$ cat src/rtl/smix_pkg.sv
package smix_pkg;

  localparam int STORE_DEPTH = 4096;
  localparam int IDX_W       = $clog2(STORE_DEPTH);
  localparam int CNT_W       = $clog2(STORE_DEPTH + 1);

  localparam int SAMPLE_W    = 16;
  localparam int MIX_W       = SAMPLE_W + 2;
  localparam int BLEN_W      = 13;
  localparam int SIL_W       = 12;
  localparam int FILL_W      = 13;
  localparam int CMP_W       = (CNT_W > BLEN_W) ? CNT_W : BLEN_W;

  localparam logic signed [MIX_W-1:0] MIX_MAX = 18'sd32767;
  localparam logic signed [MIX_W-1:0] MIX_MIN = -18'sd32768;

  // Stream payload widths; the tdata widths are padded to whole bytes.
  localparam int S_DATA_W = 48;
  localparam int S_USER_W = 3;
  localparam int M_DATA_W = 32;
  localparam int M_USER_W = 2;

  // Configuration port.
  localparam int CFG_IDX_W  = 1;
  localparam int CFG_DATA_W = 13;
  localparam logic [CFG_IDX_W-1:0] REG_BLOCK_LENGTH = 1'b0;
  localparam logic [CFG_IDX_W-1:0] REG_LEAD_SILENCE = 1'b1;

  typedef enum logic [1:0] {
    CMD_PUSH  = 2'd0,
    CMD_PULL  = 2'd1,
    CMD_CLEAR = 2'd2
  } cmd_t;

  typedef struct packed {
    cmd_t                        command;
    logic                        block_first;
    logic signed [SAMPLE_W-1:0]  mix;
  } item_t;

  typedef struct packed {
    logic signed [SAMPLE_W-1:0]  out_sample;
    logic                        underflow;
    logic                        push_taken;
    logic [FILL_W-1:0]           fill_level;
  } result_t;

endpackage

$ cat src/rtl/smix_sat_add.sv
module smix_sat_add (
  input  logic signed [smix_pkg::SAMPLE_W-1:0] wave_sample,
  input  logic signed [smix_pkg::SAMPLE_W-1:0] pcm_sample,
  input  logic signed [smix_pkg::SAMPLE_W-1:0] fm_sample,
  output logic signed [smix_pkg::SAMPLE_W-1:0] mix
);
  import smix_pkg::*;

  logic signed [MIX_W-1:0] sum;

  always_comb begin
    sum = MIX_W'(wave_sample) + MIX_W'(pcm_sample) + MIX_W'(fm_sample);
    if (sum > MIX_MAX) begin
      mix = MIX_MAX[SAMPLE_W-1:0];
    end else if (sum < MIX_MIN) begin
      mix = MIX_MIN[SAMPLE_W-1:0];
    end else begin
      mix = sum[SAMPLE_W-1:0];
    end
  end

endmodule

$ cat config.mk
export PLATFORM = sky130hd
export DESIGN_NAME = smix_sat_add
export DESIGN_NICKNAME = d
export VERILOG_FILES = /design/src/rtl/smix_pkg.sv /design/src/rtl/smix_sat_add.sv
export SDC_FILE = /design/constraint.sdc
export NUM_CORES = 1
export LEC_CHECK = 0
export ABC_AREA = 0
export BUFFER_PORTS_ARGS = -buffer_cell sky130_fd_sc_hd__buf_2
export CORE_MARGIN = 5
export CORE_UTILIZATION = 47
export DETAILED_ROUTE_END_ITERATION = 12
export PLACE_DENSITY = 0.83
export SLEW_MARGIN = 5
export SYNTH_ARGS = -nofsm -noshare
export SYNTH_HDL_FRONTEND = slang
export SYNTH_SLANG_ARGS = --single-unit
export TNS_END_PERCENT = 1
$ cat constraint.sdc
create_clock -name vclk -period 3.7
set_input_delay 0.555 -clock vclk [all_inputs]
set_output_delay 0.555 -clock vclk [all_outputs]
set_load 0.05 [all_outputs]
==> impl_metrics.ini, run 1 <==
[status]
status = complete, but fails checks
failed_checks = negative setup slack

[die]
dieArea_sq_um = 4520
num_io_pins = 64
die_h_um = 67.2
core-area_sq_um = 3100
chipWidth_um = 67.2
initial_utilization_pct = 49.6
std_cell_rows = 20

[global_route]
grt_pass1_vias = 2033
grt_pass1_wl_um = 9260
met3_usage_pct = 2.50
grt_max_degree = 12
grt_util_met2_pct = 51.0
antenna_found_initial = 0
grt_use_total_pct = 26.4
grt.busiest_layer = met2
grt_overflow = 0
use_met1_pct = 28.7

[logic_synthesis]
syn_nets = 259
yosysTopAreaCell = fa_1
synth_cell_types = 51
synth_top_area_share_pct = 22.1
yosysMostFrequentCell = a21oi_1
yosysWarnings = 0
synth_area_per_cell_sq_um = 8.65
syn-instance-count = 178
yosys-top-cells-count = 22 x a21oi_1, 17 x fa_1, 16 x ha_1
syn-cell-area_sq_um = 1540
synthTopCellsByArea = fa_1 22%, ha_1 13%, a21oi_1 7.2%
yosysSeqAreaShare_pct = 0

[final_layout]
syn2layout_area_growth_pct = 73.0
nNetsFinal = 364
seq_area_sq_um = 0
num-clock-buffers = 0
drive_above_1_share_pct = 58.4
final_cell_area_sq_um = 2660
filler_cell_count = 158
final_core_util_pct = 85.8
nFlopsAndLatches = 0
n_antenna_cell = 0

[worst_setup_path]
worst-setup-path-type = input pin to primary output
crit_path_end_kind = primary output
required_ps = 3140
crit_family = compound AO/OA/AOI/OAI gates
worst_setup_path_start_kind = input pin
slowest_delay_ps = 540
worstPathArrival_ps = 3640
cp.buffers_inverters = 2
slowest_stage = fa_1
crit_fanout = 11
crit_chain = buf_2 > fa_1 > ha_1 > a211oi_1 > o211a_1 > nor4_4 > o21ai_2 > nand3_4 > a31oi_4 > buf_6

[placed_design]
io_buffers = 64
place_area_sq_um = 2400
dp_hpwl_um = 4180
gp_congestion = 0.875

[drt]
drc_errors = 0
route.vias.total = 2121
postRouteAntennaNets = 0
dr.pass1.iters = 6
wl_per_cell_um = 22.0
drt_wl_total_um = 7160
drtIter0Drc = 264
vias_per_cell = 6.53

[timing]
fin_ws_ps = -493
max_slew_margin_pct = 66.8
final_max_slew_viol_count = 0
finalCriticalPeriod_ps = 4190
post-route-period-util_pct = 113
rsz0062_at_grt = true
finalSetupViolCount = 16
whs_ps = 1750
fmax_ghz = 0.238
report.final.hold_viol_count = 0
worstMarginPinSlew_ps = 492

[worst_hold_path]
hold_depth = 5
min_to = mix[0]
hp-class = input pin to primary output
hp-start = fm_sample[0]

[pwr]
ir_worst_vdd_uv = 313
total_power_mw = 2.13
p_per_area_nw_per_um2 = 800
leakage_nw = 1.19

[job]
drv_cap = 0

[cts]
cts_hold_buffers = 0
==> layer usage <==
metal / part of all wire [%] / vias to the layer above
met5: 0 / -
met4: 6.8 / 0
met3: 8.5 / 61
met2: 50 / 189
met1: 35 / 983
li1: - / 888
==> report_power, final <==
| group | switching (mW) | internal [mW] | leakage [nW] |
|---|---|---|---|
| Combinational | 1.29 | 0.840 | 1.19 |
| Clock | 0 | 0 | 0 |
| Sequential | 0 | 0 | 0 |
==> through the flow <==
step / setup slack, ps / cells / setup TNS (ps)
after global routing: -545 / 325 / -7220
after global placement: -449 / 321 / -5700
after detailed placement: -572 / 321 / -7130
after floorplan: -136 / 178 / -1620
after CTS: -264 / 324 / -3720
final: -493 / 325 / -6390
==> cell type report <==
class,instances,area [sq um],area share (%)
inverters,14,60.1,2.26
multi-input cells,152,1680,63.0
well taps,44,55.1,2.07
repair buffers,115,870,32.7
==> cell usage in the layout (no fill, tap or decap), types with 5 or more instances in the layout <==
master   instances
buf_6           15
a21oi_2          5
a31oi_4         11
ha_1            15
a21o_1           6
a21oi_1         14
inv_1           10
buf_4           48
fa_1            16
nand2_1          9
xnor2_1          8
buf_2           46
==> worst max path at each step <==
stage | cells after the start | to | startpoint
floorplan | 12 | mix[13] | wave_sample[1]
global placement | 10 | mix[13] | wave_sample[11]
detailed placement | 13 | mix[13] | fm_sample[1]
CTS | 14 | mix[6] | wave_sample[1]
global route | 10 | mix[13] | wave_sample[2]
finish | 10 | mix[13] | wave_sample[2]
==> what timing repair did <==
action | in CTS | in global routing
endpoints found under the setup margin | 16 | 16
resized for setup | 35 | 23
cloned | 0 | 1
setup buffers | 3 | 0
endpoints found under the hold margin | 0 | 0
pin swaps | 3 | 4
==> cell families after synthesis <==
family                     Yosys count  share of synthesized area [%]
AOI/OAI and AO/OA                   76                           34.4
adders and majority gates           33                           35.1
buffers and inverters               27                           11.0
and+or+nand+nor                     32                           13.8
xor gates and xnor gates            10                           5.69
(Power assumes the default switching activity.)
==> inputs of run 2 (changes only) <==
- CORE_ASPECT_RATIO: not set -> 1.25
==> run 2 against run 1 <==
Against the previous run:
- the flow still finishes with violations (negative setup slack)
- die area increased by 0.16%
- worst setup slack improved by 150 ps
- first-iteration DRC count decreased by 76%
- highest routed layer unchanged
==> impl_metrics.ini, run 2 (same netlist as run 1, synthesis figures left out) <==
[status]
status = complete, but fails checks
failed_checks = negative setup slack

[worst_setup_path]
required_ps = 3140
worstPathArrival_ps = 3490
worst_setup_path_start_kind = input pin
worst-setup-path-type = input pin to primary output
crit_path_end_kind = primary output
crit_fanout = 6

[timing]
post-route-period-util_pct = 109
rsz0062_at_grt = true
finalCriticalPeriod_ps = 4040
max_slew_margin_pct = 66.3
report.final.hold_viol_count = 0
fmax_ghz = 0.247
finalSetupViolCount = 16
fin_ws_ps = -345
worstMarginPinSlew_ps = 500
final_max_slew_viol_count = 0

[pwr]
swShare_pct = 60.1
power_frac_clock_pct = 0
ir_worst_vdd_uv = 1130
power_frac_seq_pct = 0
intPower_uw = 790
p_sw_mw = 1.19
leakage_nw = 1.11
total_power_mw = 1.98
p_comb_share_pct = 100.0
p_per_area_nw_per_um2 = 794

[die]
dieArea_sq_um = 4530
std_cell_rows = 23
die_h_um = 74.0
num_io_pins = 64
chipWidth_um = 61.2
core-area_sq_um = 3190
initial_utilization_pct = 48.2

[final_layout]
nNetsFinal = 349
final_cell_mix = 48 x buf_2, 34 x buf_4, 16 x fa_1, 16 x buf_6, 15 x ha_1
syn2layout_area_growth_pct = 62.0
seq_area_sq_um = 0
layout_commonest_cell = buf_2
drive_above_1_share_pct = 55.6
nFlopsAndLatches = 0
num-clock-buffers = 0
n_antenna_cell = 0

[global_route]
use_met1_pct = 24.1
grt_max_degree = 12
grt_pass1_wl_um = 7330
grt.busiest_layer = met2
grt_use_total_pct = 20.4
grt_util_met2_pct = 40.7
grt_overflow = 0
met3_usage_pct = 0.521
grt_pass1_vias = 1738
antenna_found_initial = 0

[drt]
wl_per_cell_um = 17.7
drtIter0Drc = 63
postRouteAntennaNets = 0
vias_per_cell = 6.09
drt_wl_total_um = 5370
drc_errors = 0
route.vias.total = 1845
dr.pass1.iters = 4

[placed_design]
dp_hpwl_um = 4050
pre_cts_ws_ps = -399
io_buffers = 64
gp_congestion = 0.887

[worst_hold_path]
hp-class = input pin to primary output

[job]
drv_cap = 0

[cts]
cts_hold_buffers = 0
run 2: final cells by class:
class | count | area, sq um
multi-input combinational | 151 | 1650
inverter | 14 | 52.6
timing repair buffer | 101 | 741
fill | 194 | 701
tap | 37 | 46.3
run 2: metal layers:
| layer | vias to the layer above | routed length [um] |
|---|---|---|
| met5 | - | 0 |
| met4 | 0 | 129 |
| met3 | 14 | 305 |
| met2 | 82 | 2900 |
| met1 | 888 | 2030 |
| li1 | 861 | - |
run 2: repair_timing:
| item | CTS | global route |
|---|---|---|
| pin swaps | 0 | 6 |
| buffers inserted | 0 | 3 |
| resized for setup | 16 | 34 |
| endpoints found under the hold margin | 0 | 0 |
| gates cloned | 0 | 1 |
| endpoints found under the setup margin | 16 | 16 |
run 2: through the flow:
stage | hold slack, ps | utilization, % | instances | setup TNS, ps | area [sq um]
floorplan | 1680 | - | 178 | -1620 | 1760
global placement | 1830 | 71.2 | 299 | -4260 | 2270
detailed placement | 1820 | 71.2 | 299 | -5650 | 2270
CTS | 1770 | 72.6 | 299 | -5240 | 2320
global route | 1830 | 78.1 | 303 | -6250 | 2490
finish | 1780 | 78.1 | 303 | -4810 | 2490
run 2: power groups by stage:
stage	registers (mW)	clock network [mW]	logic, mW
6_report	0	0	1.98
5_1_grt	0	0	2.07
4_1_cts	0	0	1.74
3_5_place_dp	0	0	1.66
3_3_place_gp	0	0	1.61
2_1_floorplan	0	0	1.29
run 2: final timing paths:
kind                     start       to  cells past startpoint
setup / recovery  fm_sample[1]  mix[12]                     14
hold / removal    fm_sample[0]   mix[0]                      5
run 2: worst max-delay path: stages:
cell       delay, ps
buf_6             70
inv_2             30
fa_1             530
inv_1             40
ha_2             190
fa_2             350
a21o_4           220
a221o_2          420
a311oi_2         290
nor2_4           120
a31oi_4          240
clkbuf_16        210
a31oi_4           40
buf_6            170
